## src/design/smpsa_pkg.sv

```systemverilog
package smpsa_pkg;

   localparam int STACK_DEPTH = 64;
   localparam int CNT_W       = $clog2(STACK_DEPTH + 1);
   localparam int IDX_W       = $clog2(STACK_DEPTH);
   localparam int DATA_W      = 32;
   localparam int KIND_W      = 3;
   localparam int STATUS_W    = 2;
   localparam int STEP_W      = 4;
   localparam int OP_W        = 4;
   localparam int COND_W      = 3;
   localparam int REQ_DATA_W  = 32;
   localparam int RSP_DATA_W  = 40;

   localparam logic [KIND_W-1:0] K_PUSH  = 3'd0;
   localparam logic [KIND_W-1:0] K_PRINT = 3'd1;
   localparam logic [KIND_W-1:0] K_SWAP  = 3'd2;
   localparam logic [KIND_W-1:0] K_ADD   = 3'd3;

   localparam logic [STATUS_W-1:0] ST_OK         = 2'd0;
   localparam logic [STATUS_W-1:0] ST_SWAP_UNDER = 2'd1;
   localparam logic [STATUS_W-1:0] ST_ADD_UNDER  = 2'd2;
   localparam logic [STATUS_W-1:0] ST_FULL       = 2'd3;

   localparam logic [OP_W-1:0] OP_NONE       = 4'd0;
   localparam logic [OP_W-1:0] OP_FETCH      = 4'd1;
   localparam logic [OP_W-1:0] OP_PUSH       = 4'd2;
   localparam logic [OP_W-1:0] OP_READ2      = 4'd3;
   localparam logic [OP_W-1:0] OP_SWAP_TOP   = 4'd4;
   localparam logic [OP_W-1:0] OP_SWAP_BELOW = 4'd5;
   localparam logic [OP_W-1:0] OP_ADD        = 4'd6;
   localparam logic [OP_W-1:0] OP_PRINT_RD   = 4'd7;
   localparam logic [OP_W-1:0] OP_EMIT       = 4'd8;
   localparam logic [OP_W-1:0] OP_RESP       = 4'd9;

   localparam logic [COND_W-1:0] C_ALWAYS   = 3'd0;
   localparam logic [COND_W-1:0] C_DISPATCH = 3'd1;
   localparam logic [COND_W-1:0] C_FULL     = 3'd2;
   localparam logic [COND_W-1:0] C_LT2      = 3'd3;
   localparam logic [COND_W-1:0] C_EMPTY    = 3'd4;
   localparam logic [COND_W-1:0] C_IDX_NZ   = 3'd5;

   localparam logic [STEP_W-1:0] S_FETCH      = 4'd0;
   localparam logic [STEP_W-1:0] S_PUSH       = 4'd1;
   localparam logic [STEP_W-1:0] S_PUSH_WR    = 4'd2;
   localparam logic [STEP_W-1:0] S_SWAP       = 4'd3;
   localparam logic [STEP_W-1:0] S_SWAP_WR1   = 4'd4;
   localparam logic [STEP_W-1:0] S_SWAP_WR2   = 4'd5;
   localparam logic [STEP_W-1:0] S_ADD        = 4'd6;
   localparam logic [STEP_W-1:0] S_ADD_WR     = 4'd7;
   localparam logic [STEP_W-1:0] S_PRINT      = 4'd8;
   localparam logic [STEP_W-1:0] S_EMIT       = 4'd9;
   localparam logic [STEP_W-1:0] S_RSP_OK     = 4'd10;
   localparam logic [STEP_W-1:0] S_RSP_FULL   = 4'd11;
   localparam logic [STEP_W-1:0] S_RSP_SWAP_U = 4'd12;
   localparam logic [STEP_W-1:0] S_RSP_ADD_U  = 4'd13;

   typedef struct packed {
      logic [OP_W-1:0]     op;
      logic [COND_W-1:0]   cond;
      logic [STATUS_W-1:0] status;
      logic                wait_out;
      logic [STEP_W-1:0]   tgt_t;
      logic [STEP_W-1:0]   tgt_f;
   } ctrl_word_type;

   function automatic ctrl_word_type mk(input logic [OP_W-1:0] op,
                                        input logic [COND_W-1:0] cond,
                                        input logic [STATUS_W-1:0] status,
                                        input logic wait_out,
                                        input logic [STEP_W-1:0] tgt_t,
                                        input logic [STEP_W-1:0] tgt_f);
      ctrl_word_type w;
      w.op       = op;
      w.cond     = cond;
      w.status   = status;
      w.wait_out = wait_out;
      w.tgt_t    = tgt_t;
      w.tgt_f    = tgt_f;
      return w;
   endfunction

   function automatic ctrl_word_type micro_rom(input logic [STEP_W-1:0] step);
      ctrl_word_type w;
      unique case (step)
         S_FETCH:      w = mk(OP_FETCH, C_DISPATCH, ST_OK, 1'b0, S_FETCH, S_FETCH);
         S_PUSH:       w = mk(OP_NONE, C_FULL, ST_OK, 1'b0, S_RSP_FULL, S_PUSH_WR);
         S_PUSH_WR:    w = mk(OP_PUSH, C_ALWAYS, ST_OK, 1'b0, S_RSP_OK, S_RSP_OK);
         S_SWAP:       w = mk(OP_READ2, C_LT2, ST_OK, 1'b0, S_RSP_SWAP_U, S_SWAP_WR1);
         S_SWAP_WR1:   w = mk(OP_SWAP_TOP, C_ALWAYS, ST_OK, 1'b0, S_SWAP_WR2, S_SWAP_WR2);
         S_SWAP_WR2:   w = mk(OP_SWAP_BELOW, C_ALWAYS, ST_OK, 1'b0, S_RSP_OK, S_RSP_OK);
         S_ADD:        w = mk(OP_READ2, C_LT2, ST_OK, 1'b0, S_RSP_ADD_U, S_ADD_WR);
         S_ADD_WR:     w = mk(OP_ADD, C_ALWAYS, ST_OK, 1'b0, S_RSP_OK, S_RSP_OK);
         S_PRINT:      w = mk(OP_PRINT_RD, C_EMPTY, ST_OK, 1'b0, S_RSP_OK, S_EMIT);
         S_EMIT:       w = mk(OP_EMIT, C_IDX_NZ, ST_OK, 1'b1, S_EMIT, S_FETCH);
         S_RSP_OK:     w = mk(OP_RESP, C_ALWAYS, ST_OK, 1'b1, S_FETCH, S_FETCH);
         S_RSP_FULL:   w = mk(OP_RESP, C_ALWAYS, ST_FULL, 1'b1, S_FETCH, S_FETCH);
         S_RSP_SWAP_U: w = mk(OP_RESP, C_ALWAYS, ST_SWAP_UNDER, 1'b1, S_FETCH, S_FETCH);
         S_RSP_ADD_U:  w = mk(OP_RESP, C_ALWAYS, ST_ADD_UNDER, 1'b1, S_FETCH, S_FETCH);
         default:      w = mk(OP_NONE, C_ALWAYS, ST_OK, 1'b0, S_FETCH, S_FETCH);
      endcase
      return w;
   endfunction

   // unused kind codes run as nop
   function automatic logic [STEP_W-1:0] dispatch(input logic [KIND_W-1:0] kind);
      logic [STEP_W-1:0] s;
      unique case (kind)
         K_PUSH:  s = S_PUSH;
         K_PRINT: s = S_PRINT;
         K_SWAP:  s = S_SWAP;
         K_ADD:   s = S_ADD;
         default: s = S_RSP_OK;
      endcase
      return s;
   endfunction

endpackage

```

## src/design/stack_machine_push_swap_add.sv

```systemverilog
// Bounded stack engine of 64 signed 32-bit entries, driven by a small microprogram held in a
// read-only table. One request is taken at a time. Push checks for a full stack and writes the
// new top; swap and add read the two top entries, then swap writes the top and the entry below
// in turn and add writes the sum below and pops. A full push or an underflowing swap or add
// answers with an error status. The stack memory has a single write port; a response that is
// not taken stalls the sequencer. Each request answers with one response, except print of a
// non-empty stack: one response per entry from top to bottom, the last marked by tlast; tuser
// flags a response that carries a printed entry. A request is taken while an earlier response
// still waits in the output register. The stack memory needs no clearing after reset.
module stack_machine_push_swap_add
   import smpsa_pkg::*;
(
   input  logic                  clock,
   input  logic                  reset,
   input  logic                  req_tvalid,
   output logic                  req_tready,
   input  logic [REQ_DATA_W-1:0] req_tdata,   // push_value[31:0]
   input  logic [KIND_W-1:0]     req_tuser,   // kind[2:0]
   output logic                  rsp_tvalid,
   input  logic                  rsp_tready,
   output logic [RSP_DATA_W-1:0] rsp_tdata,   // status[1:0], entry_value[33:2], zero[39:34]
   output logic                  rsp_tuser,   // has_value
   output logic                  rsp_tlast    // last
);

   logic [STEP_W-1:0]   step_ff, step_in;
   logic [CNT_W-1:0]    count_ff, count_in;
   logic [IDX_W-1:0]    idx_ff, idx_in;
   logic [DATA_W-1:0]   value_ff, value_in;
   logic [DATA_W-1:0]   rd_a_ff, rd_b_ff;
   logic                rsp_valid_ff, rsp_valid_in;
   logic [STATUS_W-1:0] rsp_status_ff, rsp_status_in;
   logic [DATA_W-1:0]   rsp_value_ff, rsp_value_in;
   logic                rsp_has_ff, rsp_has_in;
   logic                rsp_last_ff, rsp_last_in;

   logic [DATA_W-1:0]   mem [STACK_DEPTH];

   ctrl_word_type       uw;
   logic                req_accept;
   logic                out_free;
   logic                hold;
   logic                cond_true;
   logic                run;
   logic [CNT_W-1:0]    count_m1, count_m2;
   logic [IDX_W-1:0]    top_idx, below_idx;
   logic                wr_en;
   logic [IDX_W-1:0]    wr_addr;
   logic [DATA_W-1:0]   wr_data;
   logic                rd_en;
   logic [IDX_W-1:0]    rd_addr_a;

   assign uw         = micro_rom(step_ff);
   assign req_tready = (step_ff == S_FETCH);
   assign req_accept = req_tvalid && req_tready;
   assign out_free   = !rsp_valid_ff || rsp_tready;
   assign hold       = (uw.wait_out && !out_free) || (uw.cond == C_DISPATCH && !req_accept);
   assign run        = !hold;

   assign count_m1  = count_ff - CNT_W'(1);
   assign count_m2  = count_ff - CNT_W'(2);
   assign top_idx   = count_m1[IDX_W-1:0];
   assign below_idx = count_m2[IDX_W-1:0];

   always_comb begin
      unique case (uw.cond)
         C_FULL:   cond_true = (count_ff >= CNT_W'(STACK_DEPTH));
         C_LT2:    cond_true = (count_ff < CNT_W'(2));
         C_EMPTY:  cond_true = (count_ff == '0);
         C_IDX_NZ: cond_true = (idx_ff != '0);
         default:  cond_true = 1'b1;
      endcase
   end

   always_comb begin
      if (hold) begin
         step_in = step_ff;
      end else if (uw.cond == C_DISPATCH) begin
         step_in = dispatch(req_tuser);
      end else if (cond_true) begin
         step_in = uw.tgt_t;
      end else begin
         step_in = uw.tgt_f;
      end
   end

   always_comb begin
      count_in      = count_ff;
      idx_in        = idx_ff;
      value_in      = value_ff;
      wr_en         = 1'b0;
      wr_addr       = top_idx;
      wr_data       = rd_b_ff;
      rd_en         = 1'b0;
      rd_addr_a     = top_idx;
      rsp_valid_in  = rsp_valid_ff && !rsp_tready;
      rsp_status_in = rsp_status_ff;
      rsp_value_in  = rsp_value_ff;
      rsp_has_in    = rsp_has_ff;
      rsp_last_in   = rsp_last_ff;
      if (run) begin
         unique case (uw.op)
            OP_FETCH: begin
               value_in = req_tdata;
            end
            OP_PUSH: begin
               wr_en    = 1'b1;
               wr_addr  = count_ff[IDX_W-1:0];
               wr_data  = value_ff;
               count_in = count_ff + CNT_W'(1);
            end
            OP_READ2: begin
               rd_en = !cond_true;
            end
            OP_SWAP_TOP: begin
               wr_en   = 1'b1;
               wr_addr = top_idx;
               wr_data = rd_b_ff;
            end
            OP_SWAP_BELOW: begin
               wr_en   = 1'b1;
               wr_addr = below_idx;
               wr_data = rd_a_ff;
            end
            OP_ADD: begin
               wr_en    = 1'b1;
               wr_addr  = below_idx;
               wr_data  = rd_a_ff + rd_b_ff;
               count_in = count_m1;
            end
            OP_PRINT_RD: begin
               rd_en  = !cond_true;
               idx_in = top_idx;
            end
            OP_EMIT: begin
               rsp_valid_in  = 1'b1;
               rsp_status_in = ST_OK;
               rsp_value_in  = rd_a_ff;
               rsp_has_in    = 1'b1;
               rsp_last_in   = (idx_ff == '0);
               rd_en         = (idx_ff != '0);
               rd_addr_a     = idx_ff - IDX_W'(1);
               idx_in        = idx_ff - IDX_W'(1);
            end
            OP_RESP: begin
               rsp_valid_in  = 1'b1;
               rsp_status_in = uw.status;
               rsp_value_in  = '0;
               rsp_has_in    = 1'b0;
               rsp_last_in   = 1'b1;
            end
            default: begin
            end
         endcase
      end
   end

   always_ff @(posedge clock) begin
      if (wr_en) begin
         mem[wr_addr] <= wr_data;
      end
      if (rd_en) begin
         rd_a_ff <= mem[rd_addr_a];
         rd_b_ff <= mem[below_idx];
      end
   end

   always_ff @(posedge clock) begin
      if (reset) begin
         step_ff      <= S_FETCH;
         count_ff     <= '0;
         rsp_valid_ff <= 1'b0;
      end else begin
         step_ff      <= step_in;
         count_ff     <= count_in;
         rsp_valid_ff <= rsp_valid_in;
      end
   end

   always_ff @(posedge clock) begin
      idx_ff        <= idx_in;
      value_ff      <= value_in;
      rsp_status_ff <= rsp_status_in;
      rsp_value_ff  <= rsp_value_in;
      rsp_has_ff    <= rsp_has_in;
      rsp_last_ff   <= rsp_last_in;
   end

   assign rsp_tvalid = rsp_valid_ff;
   assign rsp_tdata  = {{(RSP_DATA_W - DATA_W - STATUS_W){1'b0}}, rsp_value_ff, rsp_status_ff};
   assign rsp_tuser  = rsp_has_ff;
   assign rsp_tlast  = rsp_last_ff;

   a_count_bound: assert property (@(posedge clock) disable iff (reset)
      count_ff <= CNT_W'(STACK_DEPTH))
      else $error("stack count beyond depth");

   a_fetch_leaves: assert property (@(posedge clock) disable iff (reset)
      req_accept |=> step_ff != S_FETCH)
      else $error("sequencer stayed in fetch after a request");

   a_only_print_runs: assert property (@(posedge clock) disable iff (reset)
      rsp_tvalid && !rsp_tlast |-> rsp_tuser && rsp_status_ff == ST_OK)
      else $error("non-final response that is not a printed entry");

   a_add_pops: assert property (@(posedge clock) disable iff (reset)
      step_ff == S_ADD_WR |=> count_ff + CNT_W'(1) == $past(count_ff))
      else $error("add did not pop one entry");

endmodule
```

## config.mk

```make
export PLATFORM = sky130hd
export DESIGN_NAME = stack_machine_push_swap_add
export DESIGN_NICKNAME = d
export VERILOG_FILES = /design/src/design/smpsa_pkg.sv /design/src/design/stack_machine_push_swap_add.sv
export SDC_FILE = /design/constraint.sdc
export NUM_CORES = 2
export LEC_CHECK = 0
export BUFFER_PORTS_ARGS = -buffer_cell sky130_fd_sc_hd__buf_2
export CAP_MARGIN = 20
export CORE_UTILIZATION = 35
export DETAILED_ROUTE_END_ITERATION = 7
export PLACE_DENSITY_LB_ADDON = 0.25
export SLEW_MARGIN = 20
export SYNTH_ARGS = -nofsm -noshare
export SYNTH_HDL_FRONTEND = slang
export SYNTH_SLANG_ARGS = --single-unit
export TNS_END_PERCENT = 50
```

## constraint.sdc

```tcl
create_clock -name clock -period 7 [get_ports clock]
set_input_delay 0 -clock clock [delete_from_list [all_inputs] [get_ports clock]]
set_output_delay 0 -clock clock [all_outputs]
set_load 0.02 [all_outputs]
```

## Word-level counts from Yosys, hierarchy flattened

Memories as Yosys holds them, arrays and structs flattened. A register that Yosys moved wholly into a read port is not among the register bits.
Index checks and enable logic that the tools add are counted.

- Reductions and logical operators: 27
- Order comparisons: 2
- Add/sub/neg operators: 5
- Bitwise gates (word level): 1
- Equal/unequal tests: 17
- Multiplexer cells: 26

Operator list:

| cell | count |
|---|---|
| one-hot mux 32 bit (3 select lines) | 1 |
| one-hot mux 32 bit (2 select lines) | 1 |
| adder 32 bit | 1 |
| 2-to-1 mux 32 bit | 1 |
| one-hot mux 6 bit (2 select lines) | 2 |
| 2-to-1 mux 6 bit | 3 |
| equality test 4 x 3 -> 1 bit (second input constant) | 4 |
| 2-to-1 mux 4 bit | 4 |
| one-hot mux 4 bit (4 select lines) | 1 |
| one-hot mux 7 bit (2 select lines) | 1 |
| equality test 3 x 2 -> 1 bit (second input constant) | 4 |
| equality test 4 x 2 -> 1 bit (second input constant) | 2 |
| equality test 4 bit (second input constant) | 2 |
| AND reduction 2 bit | 4 |
| adder 7 x 1 -> 7 bit (second input constant) | 1 |
| >= comparator 7 bit (second input constant) | 1 |
| logical NOT 7 bit | 1 |
| < comparator 7 x 2 -> 1 bit (second input constant) | 1 |
| 2-to-1 mux 1 bit | 7 |
| subtractor 7 x 1 -> 7 bit (second input constant) | 1 |
| equality test 3 x 1 -> 1 bit (second input constant) | 2 |
| equality test 3 bit (second input constant) | 2 |
| logical NOT 6 bit | 1 |
| one-hot mux 1 bit (2 select lines) | 3 |
| other kinds (15) | 27 |

- Memory bits (read-only): 288
- Bits in writable memories: 2,048
- Memories: 2
- Flip-flop bits (word level): 86
- Input bits: 39

Memories:

| name | depth | bits a word | read ports | clocked after Yosys merged registers in | wr ports | line | text |
|---|---|---|---|---|---|---|---|
| mem | 64 | 32 | 2 | 2 | 1 | stack_machine_push_swap_add.sv:37 | `logic [DATA_W-1:0] mem [STACK_DEPTH];` |
| (no name shown) | 16 | 18 | 1 | 1 | 0 | smpsa_pkg.sv:85 | `unique case (step)` |

## Depth between registers and ports, before layout

- Depth in word-level cells: 8
- Depth in mapped cells: 18
- Mapped depth without buffers: 13

## Least setup slack after synthesis

OpenSTA, ideal clock, no wires.

- Kind: reg-to-reg
- Start: register count_ff[1]
- End: register rd_a_ff[0] (read register of mem) (enable)
- Clock period less this slack: 5.965 ns
- Path buffers: 4
- Data arrival time: 5.478 ns
- Slack: 1.035 ns
- Setup time: 0.486 ns
- Cell stages (with the launch flop): 12
- Path through: dfxtp_1 > clkbuf_1 > clkbuf_1 > clkbuf_1 > buf_1 > inv_1 > ha_1 > nor3b_1 > a31oi_1 > a22oi_1 > o32a_1 > nor2_1

- Word-level cells in the longest chain between the ends: 5
- Elaborated cells on any way between the ends: 10
- Those cells by class: add/sub: 1; order compare: 2; mux: 5; reduce/logical: 2

RTL lines:

| element | line | text |
|---|---|---|
| start, declared | stack_machine_push_swap_add.sv:27 | `logic [CNT_W-1:0] count_ff, count_in;` |
| start signal, assigned | stack_machine_push_swap_add.sv:175 | `count_ff <= count_in;` |
| < comparator 7 x 2 -> 1 bit, or another cell as far along | stack_machine_push_swap_add.sv:68 | `C_LT2: cond_true = (count_ff < CNT_W'(2));` |
| one-hot mux 1 bit (4 select lines) (*) | stack_machine_push_swap_add.sv:66 | `unique case (uw.cond)` |
| logical NOT 1 bit (*) | stack_machine_push_swap_add.sv:113, stack_machine_push_swap_add.sv:132 |  |
| one-hot mux 1 bit (2 select lines) (*) | stack_machine_push_swap_add.sv:102 | `unique case (uw.op)` |
| 2-to-1 mux 1 bit (*) | stack_machine_push_swap_add.sv:101 | `if (run) begin` |
| named net rd_en | stack_machine_push_swap_add.sv:50 | `logic rd_en;` |
| end, declared | stack_machine_push_swap_add.sv:30 | `logic [DATA_W-1:0] rd_a_ff, rd_b_ff;` |

Mark *: on every way through the listed nets, which the timed path passes. The rest lies on a longest branch.
A chain may end at the register's enable or synchronous reset.

## Worst setup path after layout

- Start: register count_ff[1]
- End: register rd_a_ff[3] (read register of mem) (data pin)

- Word-level cells in the longest chain between the ends: 5
- Elaborated cells on any way between the ends: 10
- Those cells by class: add/sub: 1; order compare: 2; mux: 5; reduce/logical: 2

RTL lines:

| element | line |
|---|---|
| < comparator 7 x 2 -> 1 bit, or another cell as far along | stack_machine_push_swap_add.sv:68 |
| one-hot mux 1 bit (4 select lines) | stack_machine_push_swap_add.sv:66 |
| logical NOT 1 bit | stack_machine_push_swap_add.sv:113, stack_machine_push_swap_add.sv:132 |
| one-hot mux 1 bit (2 select lines) | stack_machine_push_swap_add.sv:102 |
| 2-to-1 mux 1 bit | stack_machine_push_swap_add.sv:101 |

Several ways; a longest one is shown, not always the timed one.

==> reports/qor.csv <==
metric;value;unit
netlist_instances;5158;
htree_levels;4;
path_clk_slew;0.07;ns
cts-root-buf;clkbuf_16;
layout-drive-gt1-share;34.5;%
crit_type;flop to flop;
postCtsResizedCells;0;
core_area;291000;sq um
synth_compound_area_share;3.37;%
synth_top_area_share;64.0;%
fin_crit;5.71;ns
leakagePower;36.0;nW
max_cap_violations;0;
design_area;118000;sq um
setup-violations-final;0;
grt_overflow_total;0;
crit_arrival;6.32;ns
hold_viol;0;
fin_total_pwr;42.3;mW
die_w;543;microns
syn_area;103000;sq um
io_buffer_count;76;
status;complete, no violations;
first_iter_violations;8931;
synth.area.top_cells;edfxtp_1 (64%), mux4_2 (25%), nand2_1 (1.3%);
ys_warn_count;0;
routed-via-count;59900;
worst-slew-pin-transition;1.24;ns
synth_top_family_by_area;multiplexers;
critPathCaptureType;flop;
gr-usage-all-layers;24.8;%
drt_wl_total;369;mm
worstSetupStartpointType;flop;
dp_hpwl;216;mm
gp_congestion;0.877;
drc;0;
tritoncts;built;
cp_max_fo;47;
ys_seq_area_share;64.6;%
async_flop_share;0;%
numCtsBuffers;234;
synthAdderAreaFrac;0.532;%
setup_tns;0;ns
cts_buffer_depth;4;
synth_top_area_cell;edfxtp_1;
power_density;358;nW/um^2
grt_pass1_vias;59200;
peakVddDrop;0.274;mV
relSlewSlack;17.1;%
slew_violations;0;
grt_pass1_wl;505;mm
post-route-period-util;81.5;%
ioPinCount;83;
start_util;35.2;%
yosys.area_share.simple;3.33;%
dpl_cell_area;110000;sq um
viasPerCell;6.30;
wl_per_cell;38.8;microns
ys_ff_latch;2214;
die_h;543;microns
ant_nets;0;
max_freq;175;MHz
clock_sinks;2214;
areaGrowthSynthToFinish;15.1;%
grt_max_degree;123;
clock_latency;0.92;ns
clock_skew;0.0828;ns
synth_xor_area_share;0.376;%
num_rows;198;
firstDrtPassIters;6;
syn_avg_cell_area;19.9;sq um
crit_required;7.61;ns
synth_edf_count;2186;
yosysUniqueCellTypes;81;
hold_path.class;primary input to flop;
dieArea;295000;sq um
synth_ff_type;edfxtp_1;
yosys-mux-area-fraction;25.8;%
nets;5506;
antenna_found_initial;15;
grt_setup_unrepaired;no;
-- layout make-up --
class	count	area, sq um
fillers	25600	173000
flip-flops and latches	2214	66200
multi-input cells	2548	35400
clock buffers	277	6070
well taps	3900	4880
repair buffers	403	3810
clock inverters	141	1590
inverters	23	86.3
diodes	3	7.51
-- synthesized netlist by cell type, drive strengths merged, types with 19 or more instances --
master and count:
a211oi 21, a21oi 156, a221oi 41, a222oi 25, a22o 31, a22oi 67
buf 195, clkbuf 181, dfxtp 28, edfxtp 2186, ha 42, inv 23
mux2i 63, mux4 1145, nand2 346, nand3 61, nand4 32, nor2 145
nor2b 49, nor3 19, nor4 27, o21ai 58, xnor2 30
-- worst paths after layout --
| kind | start | to | slack (ns) | depth (start not counted) |
|---|---|---|---|---|
| worst max-delay path | count_ff[1]$_SDFFE_PP0P_ | rd_a_ff[3]$_DFFE_PP_ | 1.29 | 12 |
| worst max register to register | count_ff[1]$_SDFFE_PP0P_ | rd_a_ff[3]$_DFFE_PP_ | 1.29 | 12 |
| worst min-delay path | req_tdata[2] | value_ff[2]$_DFFE_PP_ | 0.34 | 3 |
| worst min register to register | uw[10]$_SDFF_PN0_ | rsp_status_ff[1]$_SDFFCE_PN0P_ | 0.51 | 1 |
-- layer usage --
layer | track usage, % | part of all wire (%)
met3 | 6.11 | 11
met1 | 33.4 | 39
met4 | 8.67 | 4.0
met2 | 39.3 | 47
met5 | 0 | 0.020
-- layout by cell type (no fill, tap or decap), drive strengths merged, types with 17 or more instances in the layout --
cell and instances:
a211oi 21, a21o 17, a21oi 156, a221oi 41, a222oi 25, a22o 31
a22oi 67, buf 326, bufinv 34, clkbuf 277, clkinv 92, dfxtp 28
dlygate4sd3 77, edfxtp 2186, ha 42, inv 27, mux2i 63, mux4 1145
nand2 346, nand3 61, nand4 32, nor2 145, nor2b 49, nor3 19
nor4 27, o21ai 58, xnor2 30
-- through the flow --
step	util [%]	setup slack (ns)	cells	hold slack (ns)
6_report	40.5	1.29	9509	0.340
5_1_grt	40.5	1.06	9507	0.334
4_1_cts	40.5	1.44	9505	0.285
3_5_place_dp	37.6	1.40	9010	0.178
3_3_place_gp	37.6	1.43	9009	0.180
2_1_floorplan	-	1.04	5163	0.0989
-- sequential cells by signal (all words and copies together), names as in the netlist --
| register | cells |
|---|---|
| count_ff | 7 |
| idx_ff | 6 |
| mem | 2048 |
| rd_a_ff | 32 |
| rd_b_ff | 32 |
| rsp_status_ff | 2 |
| rsp_tlast | 1 |
| rsp_tuser | 1 |
| rsp_tvalid | 1 |
| rsp_value_ff | 32 |
| step_ff | 4 |
| uw | 16 |
| value_ff | 32 |
-- critical path, stage by stage (launching register included) --
cell     delay, ns
dfxtp_4       0.88
inv_1         0.28
ha_4          0.28
nor2b_1       0.16
nor3b_1       0.19
xnor2_1       0.19
mux2i_1       0.75
or3b_1        0.52
nor2_4        0.94
buf_4         0.44
a22o_1        0.17
nor4_1        0.06
nand4_1       0.54
-- where the power goes --
group	internal, mW	switching [mW]
clock network	7.40	5.34
registers	16.4	0.342
logic	4.72	8.05
-- logic make-up after synthesis --
logic type | count (synthesis)
DFF | 2214
muxes | 1209
and+or+nand+nor | 741
AOI/OAI and AO/OA | 505
buffers and inverters | 401
xor gates and xnor gates | 44
adders and majority gates | 43
other | 1
-- what timing repair did --
action                    in CTS  in global routing
buffers inserted               0                  0
hold buffers                  77                  0
hold endpoints to repair      59                  0
(Power assumes the default switching activity.)
